`src/rtl/ptsc_pkg.sv`:
```
// Shared widths, constants and types of the pan/tilt step controller.
package ptsc_pkg;

  // Width of a target coordinate.
  localparam int COORD_WIDTH = 10;
  // Width of a servo angle.
  localparam int ANGLE_WIDTH = 8;

  // Fixed register widths.
  localparam int CTR_W   = 10;
  localparam int DZ_W    = 8;
  localparam int LIMIT_W = 8;

  // Signed width that holds a coordinate minus a center.
  localparam int CALC_W = ((COORD_WIDTH > CTR_W) ? COORD_WIDTH : CTR_W) + 1;
  // Signed width of a step and of an angle plus a step.
  localparam int STEP_W = 5;
  localparam int SUM_W  = ANGLE_WIDTH + 2;

  // Step sizes.
  localparam logic signed [STEP_W-1:0] STEP_FAR    = 5'sd15;
  localparam logic signed [STEP_W-1:0] STEP_MID    = 5'sd10;
  localparam logic signed [STEP_W-1:0] STEP_NEAR   = 5'sd5;
  localparam logic signed [STEP_W-1:0] MANUAL_BIAS = 5'sd3;
  localparam logic [COORD_WIDTH-1:0]   MANUAL_LO   = COORD_WIDTH'(1);
  localparam logic [COORD_WIDTH-1:0]   MANUAL_HI   = COORD_WIDTH'(5);

  // Angle after reset, mid travel.
  localparam logic [ANGLE_WIDTH-1:0] ANGLE_RESET = ANGLE_WIDTH'(90);

  // Stream payload widths, padded to whole bytes.
  localparam int IN_W      = 2 * COORD_WIDTH;
  localparam int IN_DATA_W = ((IN_W + 7) / 8) * 8;
  localparam int OUT_W      = 2 + 2 * ANGLE_WIDTH;
  localparam int OUT_DATA_W = ((OUT_W + 7) / 8) * 8;

  // Configuration port.
  localparam int APB_AW = 5;
  localparam int APB_DW = 32;

  typedef enum logic [2:0] {
    REG_CENTER_X    = 3'd0,
    REG_CENTER_Y    = 3'd1,
    REG_DEAD_ZONE   = 3'd2,
    REG_MANUAL_MODE = 3'd3,
    REG_PAN_MIN     = 3'd4,
    REG_PAN_MAX     = 3'd5,
    REG_TILT_MIN    = 3'd6,
    REG_TILT_MAX    = 3'd7
  } reg_idx_e;

  // Per-axis settings.
  typedef struct packed {
    logic [CTR_W-1:0]   center;
    logic [LIMIT_W-1:0] lo;
    logic [LIMIT_W-1:0] hi;
  } axis_cfg_t;

  // Per-axis outcome.
  typedef struct packed {
    logic                   outside;
    logic [ANGLE_WIDTH-1:0] angle;
  } axis_res_t;

endpackage

```
`src/rtl/ptsc_axis.sv`:
```
// One axis of the pan/tilt step controller: offset, dead zone, step and clamp.
module ptsc_axis import ptsc_pkg::*; (
  input  logic [COORD_WIDTH-1:0] coord_i,
  input  axis_cfg_t              cfg_i,
  input  logic [DZ_W-1:0]        dead_zone_i,
  input  logic                   manual_i,
  input  logic [ANGLE_WIDTH-1:0] angle_i,
  output axis_res_t              res_o
);

  logic signed [CALC_W-1:0] offset;
  logic [CALC_W-1:0]        mag;
  logic                     offset_pos;
  logic signed [STEP_W-1:0] step;
  logic signed [SUM_W-1:0]  ang_ext;
  logic signed [SUM_W-1:0]  step_ext;
  logic signed [SUM_W-1:0]  sum;
  logic signed [SUM_W-1:0]  lo_ext;
  logic signed [SUM_W-1:0]  hi_ext;

  // Signed offset from the center and its magnitude.
  always_comb begin
    offset     = signed'(CALC_W'(coord_i) - CALC_W'(cfg_i.center));
    mag        = offset[CALC_W-1] ? unsigned'(-offset) : unsigned'(offset);
    offset_pos = !offset[CALC_W-1] && (offset != '0);
  end

  // Step size: manual code or distance band.
  always_comb begin
    if (manual_i) begin
      if ((coord_i >= MANUAL_LO) && (coord_i <= MANUAL_HI)) begin
        step = signed'({2'b00, coord_i[2:0]}) - MANUAL_BIAS;
      end else begin
        step = '0;
      end
    end else if (mag > CALC_W'(cfg_i.center >> 1)) begin
      step = STEP_FAR;
    end else if (mag > CALC_W'(cfg_i.center >> 2)) begin
      step = STEP_MID;
    end else begin
      step = STEP_NEAR;
    end
  end

  // Move against the offset's sign, then clamp with the lower limit first.
  always_comb begin
    ang_ext  = signed'(SUM_W'(angle_i));
    step_ext = SUM_W'(step);
    sum      = offset_pos ? (ang_ext - step_ext) : (ang_ext + step_ext);
    lo_ext   = signed'(SUM_W'(cfg_i.lo));
    hi_ext   = signed'(SUM_W'(cfg_i.hi));
    res_o.outside = mag > CALC_W'(dead_zone_i);
    if (sum < lo_ext) begin
      res_o.angle = ANGLE_WIDTH'(cfg_i.lo);
    end else if (sum > hi_ext) begin
      res_o.angle = ANGLE_WIDTH'(cfg_i.hi);
    end else begin
      res_o.angle = sum[ANGLE_WIDTH-1:0];
    end
  end

endmodule

```
`src/rtl/pan_tilt_step_controller.sv`:
```
// Top level of the pan/tilt step controller: stream ports, registers, state.
//
// Each transaction on the input stream carries a target position; the block
// answers with exactly one result transaction holding the centered flag, the
// position-sent flag and the pan and tilt angles after the step. An accepted
// item moves into the input register, the per-axis offset, step and clamp logic
// runs between that register and the result register, and the held angles
// update as the item moves into the result register. One item is accepted
// every cycle while the output is taken. A stalled output holds the result
// register and then the input register, and the input stream stalls once
// both are full. Configuration is to be written through the APB port while
// the stream is idle; the block itself does not enforce this. pready is
// always high.
module pan_tilt_step_controller import ptsc_pkg::*; (
  input  logic                  clk_i,
  input  logic                  rst_ni,
  // Input stream.
  input  logic                  s_axis_tvalid,
  output logic                  s_axis_tready,
  // Fields from bit 0 up: target_x, target_y, zero padding.
  input  logic [IN_DATA_W-1:0]  s_axis_tdata,
  // Output stream.
  output logic                  m_axis_tvalid,
  input  logic                  m_axis_tready,
  // Fields from bit 0 up: centered, position_sent, pan_angle, tilt_angle, zero padding.
  output logic [OUT_DATA_W-1:0] m_axis_tdata,
  // Configuration port.
  input  logic                  psel,
  input  logic                  penable,
  input  logic                  pwrite,
  input  logic [APB_AW-1:0]     paddr,
  input  logic [APB_DW-1:0]     pwdata,
  output logic [APB_DW-1:0]     prdata,
  output logic                  pready
);

  // Configuration registers.
  logic [CTR_W-1:0]   center_x_q, center_y_q;
  logic [DZ_W-1:0]    dead_zone_q;
  logic               manual_mode_q;
  logic [LIMIT_W-1:0] pan_min_q, pan_max_q, tilt_min_q, tilt_max_q;
  logic               cfg_wr;
  reg_idx_e           cfg_idx;

  // Pipeline and state.
  logic                   in_vld_q;
  logic [COORD_WIDTH-1:0] tx_q, ty_q;
  logic                   out_vld_q;
  logic [OUT_W-1:0]       res_q, res_d;
  logic [ANGLE_WIDTH-1:0] pan_q, pan_d, tilt_q, tilt_d;
  logic                   in_take, advance;
  axis_cfg_t              pan_cfg, tilt_cfg;
  axis_res_t              pan_res, tilt_res;
  logic                   any_out;

  // Register write decode.
  assign pready  = 1'b1;
  assign cfg_idx = reg_idx_e'(paddr[APB_AW-1:2]);
  assign cfg_wr  = psel && penable && pwrite && pready;

  always_ff @(posedge clk_i or negedge rst_ni) begin
    if (!rst_ni) begin
      center_x_q    <= CTR_W'(160);
      center_y_q    <= CTR_W'(120);
      dead_zone_q   <= DZ_W'(10);
      manual_mode_q <= 1'b0;
      pan_min_q     <= '0;
      pan_max_q     <= LIMIT_W'(180);
      tilt_min_q    <= '0;
      tilt_max_q    <= LIMIT_W'(180);
    end else if (cfg_wr) begin
      case (cfg_idx)
        REG_CENTER_X:    center_x_q    <= pwdata[CTR_W-1:0];
        REG_CENTER_Y:    center_y_q    <= pwdata[CTR_W-1:0];
        REG_DEAD_ZONE:   dead_zone_q   <= pwdata[DZ_W-1:0];
        REG_MANUAL_MODE: manual_mode_q <= pwdata[0];
        REG_PAN_MIN:     pan_min_q     <= pwdata[LIMIT_W-1:0];
        REG_PAN_MAX:     pan_max_q     <= pwdata[LIMIT_W-1:0];
        REG_TILT_MIN:    tilt_min_q    <= pwdata[LIMIT_W-1:0];
        REG_TILT_MAX:    tilt_max_q    <= pwdata[LIMIT_W-1:0];
        default: ;
      endcase
    end
  end

  // Register read-back.
  always_comb begin
    case (cfg_idx)
      REG_CENTER_X:    prdata = APB_DW'(center_x_q);
      REG_CENTER_Y:    prdata = APB_DW'(center_y_q);
      REG_DEAD_ZONE:   prdata = APB_DW'(dead_zone_q);
      REG_MANUAL_MODE: prdata = APB_DW'(manual_mode_q);
      REG_PAN_MIN:     prdata = APB_DW'(pan_min_q);
      REG_PAN_MAX:     prdata = APB_DW'(pan_max_q);
      REG_TILT_MIN:    prdata = APB_DW'(tilt_min_q);
      REG_TILT_MAX:    prdata = APB_DW'(tilt_max_q);
      default:         prdata = '0;
    endcase
  end

  // Handshake: the input register drains whenever the result register frees up.
  assign advance       = in_vld_q && (!out_vld_q || m_axis_tready);
  assign s_axis_tready = !in_vld_q || advance;
  assign in_take       = s_axis_tvalid && s_axis_tready;

  // Input register.
  always_ff @(posedge clk_i or negedge rst_ni) begin
    if (!rst_ni) begin
      in_vld_q <= 1'b0;
    end else begin
      in_vld_q <= in_take || (in_vld_q && !advance);
    end
  end

  always_ff @(posedge clk_i) begin
    if (in_take) begin
      tx_q <= s_axis_tdata[COORD_WIDTH-1:0];
      ty_q <= s_axis_tdata[IN_W-1:COORD_WIDTH];
    end
  end

  // Per-axis logic.
  assign pan_cfg  = '{center: center_x_q, lo: pan_min_q, hi: pan_max_q};
  assign tilt_cfg = '{center: center_y_q, lo: tilt_min_q, hi: tilt_max_q};

  ptsc_axis u_pan (
    .coord_i     (tx_q),
    .cfg_i       (pan_cfg),
    .dead_zone_i (dead_zone_q),
    .manual_i    (manual_mode_q),
    .angle_i     (pan_q),
    .res_o       (pan_res)
  );

  ptsc_axis u_tilt (
    .coord_i     (ty_q),
    .cfg_i       (tilt_cfg),
    .dead_zone_i (dead_zone_q),
    .manual_i    (manual_mode_q),
    .angle_i     (tilt_q),
    .res_o       (tilt_res)
  );

  // Combine axes: only an axis outside the dead zone moves.
  always_comb begin
    any_out = pan_res.outside || tilt_res.outside;
    pan_d   = pan_res.outside ? pan_res.angle : pan_q;
    tilt_d  = tilt_res.outside ? tilt_res.angle : tilt_q;
    res_d   = {tilt_d, pan_d, any_out, !any_out};
  end

  // Held angles and result register.
  always_ff @(posedge clk_i or negedge rst_ni) begin
    if (!rst_ni) begin
      pan_q     <= ANGLE_RESET;
      tilt_q    <= ANGLE_RESET;
      out_vld_q <= 1'b0;
    end else begin
      if (advance) begin
        pan_q  <= pan_d;
        tilt_q <= tilt_d;
      end
      out_vld_q <= advance || (out_vld_q && !m_axis_tready);
    end
  end

  always_ff @(posedge clk_i) begin
    if (advance) begin
      res_q <= res_d;
    end
  end

  assign m_axis_tvalid = out_vld_q;
  assign m_axis_tdata  = OUT_DATA_W'(res_q);

endmodule
```
`config.mk`:
```
export PLATFORM = sky130hd
export DESIGN_NAME = pan_tilt_step_controller
export DESIGN_NICKNAME = d
export VERILOG_FILES = /design/src/rtl/ptsc_pkg.sv /design/src/rtl/ptsc_axis.sv /design/src/rtl/pan_tilt_step_controller.sv
export SDC_FILE = /design/constraint.sdc
export NUM_CORES = 1
export LEC_CHECK = 0
export BUFFER_PORTS_ARGS = -buffer_cell sky130_fd_sc_hd__buf_2
export CAP_MARGIN = 20
export CORE_MARGIN = 2
export CORE_UTILIZATION = 60
export DETAILED_ROUTE_END_ITERATION = 7
export PLACE_DENSITY = 0.84
export SYNTH_ARGS = -nofsm -noshare
export SYNTH_HDL_FRONTEND = slang
export SYNTH_SLANG_ARGS = --single-unit
```
`constraint.sdc`:
```
create_clock -name clk_i -period 9.32 [get_ports clk_i]
set_input_delay 0.932 -clock clk_i [delete_from_list [all_inputs] [get_ports clk_i]]
set_output_delay 0.932 -clock clk_i [all_outputs]
set_load 0.05 [all_outputs]
```
==> reports/summary.txt, run 1 <==
status -> complete, no violations
Post-Route Skew -> 7.305 ps
final std cells w/o fill -> 1,520
ys flop type -> dfrtp_1
slowest stage delay, CP -> 480 ps
CTS clk-pin slew, worst paths -> 60 ps
layout cell share with drive strength beyond 1 -> 15.81%
Post-DRT Antenna Nets -> 0
ranking of synthesized cells by area -> ha_1 15%, dfrtp_1 13%, edfxtp_1 11%
total congestion overflow -> 0
WL/cell -> 19.42 um
sequential-to-total area share from yosys stat -> 29.19%
port bufs -> 69
reg-to-reg critical path startpoint -> tx_q[0]
cell repeated most along the worst path -> ha_1
Cell Count Post-Placement -> 1,483
Post-synth EDFFs -> 38
Routability Congestion -> 0.9621
HP Class -> in2async
synth cell count leaders -> 132 x ha_1, 99 x nand2_1, 98 x o21ai_0, 93 x inv_1, 84 x nor2_1
CTS tree -> yes
vias per cell -> 6.456
syn avg cell area -> 8.883 um2
initial antenna violation count -> 1
post-layout worst setup margin -> 531.8 ps
Max-Cap Viols -> 0
CORE AREA -> 0.01778 mm2
Critical-path top delay cell -> edfxtp_1
Post-route DRC -> 0
Worst Setup SP -> tx_q[0]
die area -> 0.01906 mm2
std cell rows -> 49
Max Buffers Root-to-Sink -> 2
hpwl dp -> 21,850 um
fraction of registers with async set/reset -> 67.52%
H-tree levels -> 4
vias in the first global route -> 9,295
Initial Util -> 60.65%
clk root buf -> clkbuf_16
Ports -> 127
most common cell in the synthesized netlist -> ha_1
Syn-to-layout area delta -> 10.14%
first-pass GRT wire length -> 47,390 um
r2r setup slk -> 530 ps
largest net degree at the start of global routing -> 74
Final period util -> 94.29%
Yosys warnings -> 0
Slew Limit Fails -> 0
Nets -> 1,481
post-place setup slack -> 428.5 ps
startpoint types -> flip-flop
Unique masters post-synth -> 88
crit path capture type -> flip-flop
final setup vio count -> 0
Syn Inst Count -> 1,214
final hold violations -> 0
drt first pass iters -> 5
relative slew slack -> 31.39%
clk sinks -> 117
Total Routed Length -> 29,520 um
Max Clk Rate -> 113.8 MHz
min cycle time layout -> 8788 ps
Vias -> 9,813
CP arrival -> 8970 ps
initial detailed-routing violation count -> 1,044
r2r endpoint -> res_q[8]
die height -> 138.1 um
actual slew at the worst max-slew pin -> 1024 ps
CP Class -> reg2reg
required time of the critical path -> 9500 ps
Yosys top cell area share -> 15.32%
cell area after synthesis -> 0.01078 mm2
Die Wd -> 138.1 um
Skew-Pair Late Insertion Delay -> 430 ps
synthesis-stage register bit count -> 117
cell taking the most area after synthesis -> ha_1
Tot GR Track Use -> 30.56%
TritonCTS Buffers -> 17
r2r worst-path depth -> 38
Critical Path Fanout Max -> 16
kinds of logic after synthesis:
kind of cell / after synthesis / synth area share (%)
adder cells (fa/ha/maj): 136 / 16.06
XOR/XNOR: 41 / 3.400
AND/OR/NAND/NOR: 363 / 16.97
flip-flops: 117 / 29.19
buffers and inverters: 157 / 6.625
AO/OA/AOI/OAI: 348 / 22.20
multiplexers: 50 / 5.488
other: 2 / 0.06964
worst max-delay path, delay by kind of cell, from the launching register on:
family,cells,cell delay [ps]
muxes,1,230
and+or+nand+nor,10,1540
DFF,1,480
AOI/OAI and AO/OA,15,3130
xor gates and xnor gates,2,590
adders and majority gates,6,1890
buffers and inverters,4,690
repair_timing:
item	4_1_cts	5_1_grt
setup buffers	0	3
hold buffers	0	0
endpoints found under the setup margin	0	28
resized for setup	0	11
area by class of cell:
cell class	count	area, um2
Fill cell	1408	5902
Inverter	95	356.6
Multi-Input combinational cell	967	7063
Timing Repair Buffer	79	422.9
Antenna cell	1	2.502
Sequential cell	117	3148
Clock inverter	8	95.09
Clock buffer	24	503.0
Tap cell	229	286.5
metrics by stage:
step           utilization [%]  area [um2]  hold WS, ps  setup TNS [ps]
2_1_floorplan                -       10890        456.9               0
3_3_place_gp             63.06       11210        465.7               0
3_5_place_dp             63.06       11210        504.3               0
4_1_cts                  66.43       11810        312.4               0
5_1_grt                  66.81       11880        320.3          -15.04
6_report                 66.81       11880        316.4               0
cells in the final DEF (no fill, tap or decap), types with 13 or more instances in the layout:
master,instances
edfxtp_1,38
a211oi_1,23
conb_1,29
dfrtp_1,55
nor3_1,33
inv_1,92
buf_2,68
nand4_1,28
nor2_1,84
ha_1,132
a21oi_1,58
dfstp_2,24
o21ai_0,97
mux2_2,27
clkbuf_16,18
nor2b_1,20
o21a_1,30
nand3_1,15
nor4_1,16
a21o_1,13
nand2_1,99
mux2i_1,15
xnor2_1,31
per-layer routing:
metal / up-vias / track usage (%) / part of all wire [%]
met1: 4676 / 41.06 / 42
li1: 4567 / - / -
met5: - / 0 / 0
met2: 503 / 48.57 / 47
met4: 0 / 11.98 / 2.6
met3: 67 / 6.581 / 8.8
worst max-delay path by stage:
stage / end / slack [ps] / depth (start not counted)
2_1_floorplan: res_q[3] / 1520 / 40
3_3_place_gp: res_q[2] / 570 / 38
3_5_place_dp: res_q[17] / 430 / 36
4_1_cts: res_q[14] / 330 / 36
5_1_grt: res_q[2] / -20 / 40
6_report: res_q[8] / 530 / 38
sequential cells by signal (all words and copies together), names as in the netlist, 8 cells and up:
name         count
center_x_q      10
center_y_q      10
dead_zone_q      8
pan_max_q        8
pan_min_q        8
pan_q            8
res_q           18
tilt_max_q       8
tilt_min_q       8
tilt_q           8
tx_q            10
ty_q            10
Power of run 1 is not shown: default switching activity piles up to over one toggle a cycle in this logic, so the estimate is an artifact.
==> run 2, diff against run 1 <==
CORE_UTILIZATION = 55   (was 60)
PLACE_DENSITY = 0.81   (was 0.84)
SYNTH_HIERARCHICAL = 1   (was not set)
clock period = 8 ns   (was 9.32 ns; I/O delays follow)
==> run 2 against run 1 <==
Effect of this change:
- the run now ends with setup timing left
- synthesized cell count shrank 9.1%
- count of clock-buffer cells in the layout down 1
- largest cell class unchanged
- critical endpoint is now pan_q[3]
- critical path depth increased by 5
==> reports/summary.txt, run 2 <==
top sig layer -> met4 (unchanged)
Tot GR Track Use -> 28.51% (was 30.56%)
actual slew at the worst max-slew pin -> 879.0 ps (was 1024 ps)
Switching Share -> 47.31%
Initial Util -> 55.86% (was 60.65%)
pwr dens -> 480.9 mW/mm2
Post-CTS Hold Fix Bufs -> 0 (unchanged)
internal power contribution -> 3347 uW
Yosys top cell area share -> 15.29% (was 15.32%)
vias in the first global route -> 9,235 (was 9,295)
TritonCTS Buffers -> 17 (unchanged)
H-tree levels -> 4 (unchanged)
die area -> 0.02077 mm2 (was 0.01906 mm2)
Comb power frac -> 73.2%
ranking of synthesized cells by area -> ha_1 15%, dfrtp_1 13%, edfxtp_1 11% (unchanged)
Post-route DRC -> 0 (unchanged)
Tot Pwr -> 6352 uW
Vias -> 10,030 (was 9,813)
final hold violations -> 0 (unchanged)
Critical-path top delay cell -> edfxtp_1 (unchanged)
Ports -> 127 (unchanged)
startpoint types -> flip-flop (unchanged)
Syn-to-layout area delta -> 22.29% (was 10.14%)
initial detailed-routing violation count -> 1,114 (was 1,044)
fraction of registers with async set/reset -> 67.52% (unchanged)
most common cell after layout, fill and taps aside -> ha_1 (unchanged)
synth cell count leaders -> 132 x ha_1, 101 x inv_1, 86 x mux2_2, 55 x dfrtp_1, 52 x nor2_1 (was 132 x ha_1, 99 x nand2_1, 98 x o21ai_0, 93 x inv_1, 84 x nor2_1)
Unique masters post-synth -> 91 (was 88)
most common cell in the synthesized netlist -> ha_1 (unchanged)
layout cell share with drive strength beyond 1 -> 35.25% (was 15.81%)
slowest stage delay, CP -> 410 ps (was 480 ps)
status -> finished, violations left (was complete, no violations)
syn avg cell area -> 9.792 um2 (was 8.883 um2)
die height -> 144.1 um (was 138.1 um)
CORE AREA -> 0.01933 mm2 (was 0.01778 mm2)
Final Cell Area -> 0.01321 mm2 (was 0.01188 mm2)
Max-Cap Viols -> 0 (unchanged)
failing checks -> setup timing
max reg flops -> 18 (unchanged)
Post-DP Area -> 0.01175 mm2 (was 0.01121 mm2)
Slew Limit Fails -> 0 (unchanged)
Post-Route Skew -> 13.19 ps (was 7.305 ps)
post-place setup slack -> -265.2 ps (was 428.5 ps)
relative slew slack -> 41.40% (was 31.39%)
Routability Congestion -> 0.9208 (was 0.9621)
final setup vio count -> 16 (was 0)
drt first pass iters -> 6 (was 5)
crit path capture type -> flip-flop (unchanged)
Most flops, register -> res_q (unchanged)
HP Class -> in2async (unchanged)
fin util -> 68.31% (was 66.81%)
Die Wd -> 144.1 um (was 138.1 um)
met1 wire length -> 13,010 um (was 12,300 um)
cell area after synthesis -> 0.01080 mm2 (was 0.01078 mm2)
cell taking the most area after synthesis -> ha_1 (unchanged)
Yosys warnings -> 6 (was 0)
hpwl dp -> 21,200 um (was 21,850 um)
CTS tree -> yes (unchanged)
Post-DRT Antenna Nets -> 0 (unchanged)
clk root buf -> clkbuf_16 (unchanged)
LEAKAGE -> 0.005811 uW
Switch Pwr -> 3005 uW
WL/cell -> 21.60 um (was 19.42 um)
fillers -> 1,323 (was 1,408)
largest net degree at the start of global routing -> 67 (was 74)
ys flop type -> dfrtp_1 (unchanged)
Total Routed Length -> 33,140 um (was 29,520 um)
port bufs -> 69 (unchanged)
std cell rows -> 51 (was 49)
RSZ-0062 raised after global routing -> yes
min cycle time layout -> 8456 ps (was 8788 ps)
maximum vdd drop -> 0.2884 mV
Critical Path Fanout Max -> 4 (was 16)
Post-synth EDFFs -> 38 (unchanged)
first-pass GRT wire length -> 46,330 um (was 47,390 um)
Syn Inst Count -> 1,103 (was 1,214)
Final period util -> 105.7% (was 94.29%)
sequential-to-total area share from yosys stat -> 29.15% (was 29.19%)
most frequent cells in the layout -> 117 x ha_1, 94 x inv_1, 81 x buf_4 (was 132 x ha_1, 99 x nand2_1, 97 x o21ai_0)
Max Buffers Root-to-Sink -> 2 (unchanged)
clock group share of total power -> 11.7%
CTS clk-pin slew, worst paths -> 60 ps (about the same)
total congestion overflow -> 0 (unchanged)
CP Class -> reg2reg (unchanged)
CP arrival -> 8810 ps (was 8970 ps)
required time of the critical path -> 8360 ps (was 9500 ps)
DR WL met3 -> 2903 um (was 2609 um)
synthesis-stage register bit count -> 117 (unchanged)
Nets -> 1,459 (was 1,481)
clk sinks -> 117 (unchanged)
post-layout worst setup margin -> -455.9 ps (was 531.8 ps)
initial antenna violation count -> 1 (unchanged)
Skew-Pair Late Insertion Delay -> 430 ps (about the same)
Seq pwr share -> 15.0%
vias per cell -> 6.539 (was 6.456)
Max Clk Rate -> 118.3 MHz (was 113.8 MHz)
met2 wire len -> 15,490 um (was 13,830 um)
-- run 2: changes by cell type after synthesis, moves of 9 or more --
cell,change
mux2_4,+9
nor2_1,-32
nand2_1,-60
o21ai_0,-62
o21a_1,+12
nor3_1,-11
clkbuf_1,-10
mux2_2,+59
nand4_1,-11
-- run 2: area by class of cell --
cell class,count,area [um2],area share (%)
antenna,1,2.502,0.01895
clock buffer,23,489.2,3.704
clock inverter,9,76.32,0.5779
inverter,101,379.1,2.870
multi-input combinational,861,7739,58.59
sequential,117,3148,23.83
tap,265,331.6,2.510
timing repair buffer,157,1042,7.891
-- run 2: critical path, delay by kind of cell, from the launching register on --
family	cells	cell delay (ps)
buffers and inverters	9	1040
AND/OR/NAND/NOR	8	1280
AO/OA/AOI/OAI	16	3110
flip-flops	1	410
XOR/XNOR	2	400
multiplexers	2	570
adder cells (fa/ha/maj)	6	1560
-- run 2: through the flow --
stage	cells	setup TNS, ps	hold WS, ps
finish	1534	-4569	236.5
global route	1534	-8331	249.3
CTS	1514	0	231.3
detailed placement	1481	-3305	500.2
global placement	1481	-16.84	476.9
floorplan	1130	0	457.2
-- run 2: worst paths after layout --
path	depth (start not counted)	slack [ps]	endpoint	from
min in group clk_i	1	500	m_axis_tvalid	in_vld_q
min	1	240	pan_q[5]	rst_ni
max	43	-460	pan_q[3]	tx_q[0]
max reg2reg	43	-460	pan_q[3]	tx_q[0]
max in group asynchronous	2	6600	tilt_q[7]	rst_ni
min reg2reg	1	500	m_axis_tvalid	in_vld_q
-- run 2: routing by layer --
| layer | up-vias | global-route usage (%) |
|---|---|---|
| met1 | 4829 | 37.40 |
| met4 | 0 | 12.21 |
| met5 | - | 0 |
| li1 | 4380 | - |
| met3 | 169 | 4.636 |
| met2 | 653 | 46.82 |
-- run 2: power groups by stage --
| stage | Sequential [uW] | Combinational [uW] | Clock [uW] |
|---|---|---|---|
| detailed placement | 947 | 3600 | 0 |
| global placement | 942 | 3460 | 0 |
| CTS | 939 | 3790 | 746 |
| global route | 971 | 4950 | 776 |
| floorplan | 1050 | 2510 | 0 |
| finish | 956 | 4650 | 746 |
-- run 2: repair_timing --
item | 4_1_cts | 5_1_grt
gates cloned | 0 | 1
resized for setup | 26 | 135
buffers inserted | 1 | 17
endpoints found under the setup margin | 32 | 32
pin swaps | 14 | 61
-- run 2: kinds of logic (layout without fill, tap and decap cells) --
| logic type | Yosys count | in the layout | share of synthesized area, % |
|---|---|---|---|
| buffers and inverters | 153 | 290 | 6.742 |
| muxes | 113 | 113 | 12.06 |
| adders and majority gates | 136 | 136 | 16.03 |
| other | 2 | 30 | 0.06953 |
| xor gates and xnor gates | 38 | 38 | 3.394 |
| and+or+nand+nor | 263 | 264 | 13.30 |
| DFF | 117 | 117 | 29.15 |
| AOI/OAI and AO/OA | 281 | 281 | 19.25 |
(Power assumes the default switching activity.)
==> run 3, diff against run 2 <==
CORE_MARGIN = not set   (was 2)
==> run 3 against run 2 <==
Effect of this change:
- the run still ends with setup timing left
- largest cell class unchanged
- cell area grew 1.3%
- die area decreased by 2.8%
- final cell count grew 0.59%
- via count up 0.58%
- maximum frequency is 3.4% higher
- largest power group unchanged
- count of clock-buffer cells in the layout shrank 3
- clock power up 10%
- sequential power hardly changed
- combinational power about the same
- critical path depth shrank 6
==> reports/summary.txt, run 3 (synthesized netlist as in run 2, its figures left out) <==
status -> finished, violations left (unchanged)
failing checks -> setup timing (unchanged)
CTS tree -> yes (unchanged)
largest net degree at the start of global routing -> 68 (was 67)
Ports -> 127 (unchanged)
LEAKAGE -> 0.005931 uW (was 0.005811 uW)
multi-input logic area -> 0.007740 mm2 (was 0.007739 mm2)
Vias -> 10,090 (was 10,030)
vias per cell -> 6.539 (about the same)
r2r setup slk -> -180 ps (was -460 ps)
Total Routed Length -> 32,640 um (was 33,140 um)
Post-Route Skew -> 12.76 ps (was 13.19 ps)
Post-DP Area -> 0.01179 mm2 (was 0.01175 mm2)
RSZ-0062 raised after global routing -> yes (unchanged)
max reg flops -> 18 (unchanged)
Post-route DRC -> 0 (unchanged)
Final Cell Area -> 0.01338 mm2 (was 0.01321 mm2)
HP Class -> in2async (unchanged)
CP Class -> reg2reg (unchanged)
reg-to-reg critical path startpoint -> tx_q[0] (unchanged)
min cycle time layout -> 8179 ps (was 8456 ps)
fillers -> 1,278 (was 1,323)
initial detailed-routing violation count -> 1,022 (was 1,114)
startpoint types -> flip-flop (unchanged)
WL/cell -> 21.15 um (was 21.60 um)
die height -> 142.1 um (was 144.1 um)
Skew-Pair Late Insertion Delay -> 430 ps (about the same)
first-pass GRT wire length -> 46,150 um (was 46,330 um)
Initial Util -> 56.98% (was 55.86%)
H-tree levels -> 4 (unchanged)
Max-Cap Viols -> 0 (unchanged)
CTS clk-pin slew, worst paths -> 70 ps (was 60 ps)
r2r endpoint -> pan_q[1] (was pan_q[3])
Routability Congestion -> 0.9433 (was 0.9208)
most frequent cells in the layout -> 118 x ha_1, 94 x inv_1, 92 x buf_4 (was 117 x ha_1, 94 x inv_1, 81 x buf_4)
Post-DRT Antenna Nets -> 0 (unchanged)
Nets -> 1,473 (was 1,459)
layout cell share with drive strength beyond 1 -> 36.58% (was 35.25%)
TritonCTS Buffers -> 17 (unchanged)
vias in the first global route -> 9,217 (was 9,235)
crit path capture type -> flip-flop (unchanged)
Register Area -> 0.003148 mm2 (unchanged)
Tot GR Track Use -> 29.40% (was 28.51%)
final hold violations -> 0 (unchanged)
relative slew slack -> 41.15% (was 41.40%)
die area -> 0.02020 mm2 (was 0.02077 mm2)
final setup vio count -> 7 (was 16)
Syn-to-layout area delta -> 23.89% (was 22.29%)
CORE AREA -> 0.01896 mm2 (was 0.01933 mm2)
slowest stage delay, CP -> 580 ps (was 410 ps)
post-place setup slack -> -295.8 ps (was -265.2 ps)
setup TNS -> -443.6 ps (was -4569 ps)
Post-CTS Hold Fix Bufs -> 0 (unchanged)
Final period util -> 102.2% (was 105.7%)
std cell rows -> 50 (was 51)
clk root buf -> clkbuf_16 (unchanged)
CP arrival -> 8530 ps (was 8810 ps)
Max Buffers Root-to-Sink -> 2 (unchanged)
port bufs -> 69 (unchanged)
most common cell after layout, fill and taps aside -> ha_1 (unchanged)
actual slew at the worst max-slew pin -> 882.7 ps (was 879.0 ps)
cell repeated most along the worst path -> nand2_1
Critical Path Fanout Max -> 7 (was 4)
Slew Limit Fails -> 0 (unchanged)
hpwl dp -> 21,640 um (was 21,200 um)
post-layout worst setup margin -> -178.6 ps (was -455.9 ps)
r2r worst-path depth -> 37 (was 43)
clk sinks -> 117 (unchanged)
Die Wd -> 142.1 um (was 144.1 um)
total congestion overflow -> 0 (unchanged)
required time of the critical path -> 8350 ps (was 8360 ps)
Critical-path top delay cell -> a21oi_1 (was edfxtp_1)
pwr dens -> 481.0 mW/mm2 (was 480.9 mW/mm2)
Max Clk Rate -> 122.3 MHz (was 118.3 MHz)
Most flops, register -> res_q (unchanged)
maximum vdd drop -> 0.3432 mV (was 0.2884 mV)
drt first pass iters -> 6 (unchanged)
initial antenna violation count -> 2 (was 1)
run 3: how the worst max path moves through the flow:
stage	from	endpoint	slack (ps)	cells past startpoint
2_1_floorplan	ty_q[0]	tilt_q[0]	50	37
6_report	tx_q[0]	pan_q[1]	-180	37
3_3_place_gp	ty_q[0]	tilt_q[0]	-20	40
4_1_cts	tx_q[0]	pan_q[5]	9	41
3_5_place_dp	tx_q[0]	pan_q[2]	-300	40
5_1_grt	tx_q[0]	pan_q[6]	-320	41
run 3: metrics by stage:
stage	hold WS, ps	util [%]	instances	power [uW]
2_1_floorplan	457.2	-	1130	3560
3_3_place_gp	481.4	62.19	1482	4433
3_5_place_dp	494.1	62.19	1482	4588
4_1_cts	227.7	66.38	1520	5614
5_1_grt	233.2	70.59	1543	6757
6_report	232.2	70.59	1543	6436
run 3: report_power, final:
group | leakage, uW | internal [uW] | switching (uW)
Clock | 0.000309 | 508 | 313
Sequential | 0.00131 | 823 | 133
Combinational | 0.00431 | 2100 | 2560
run 3: worst max-delay path, delay by kind of cell, from the launching register on:
family | cells | cell delay [ps]
adder cells (fa/ha/maj) | 6 | 1660
multiplexers | 2 | 540
AND/OR/NAND/NOR | 10 | 1220
AO/OA/AOI/OAI | 12 | 3030
flip-flops | 1 | 420
buffers and inverters | 5 | 590
XOR/XNOR | 2 | 630
run 3: area by class of cell:
class	instances	area share [%]
Inverter	101	2.833
Antenna cell	1	0.01870
Sequential cell	117	23.53
Tap cell	260	2.431
Timing Repair Buffer	171	8.659
Clock buffer	20	3.656
Multi-Input combinational cell	861	57.85
Clock inverter	12	1.029
run 3: timing repair:
action	in CTS	in global routing
buffers inserted	6	20
endpoints found under the hold margin	0	0
setup endpoints to repair	32	32
resized for setup	31	138
pin swaps	9	71
cloned	0	1
run 3: layer usage:
| layer | share of wire (%) | track usage (%) |
|---|---|---|
| met1 | 40 | 38.51 |
| met2 | 47 | 48.25 |
| met3 | 9.0 | 5.013 |
| met4 | 3.8 | 11.71 |
| met5 | 0 | 0 |
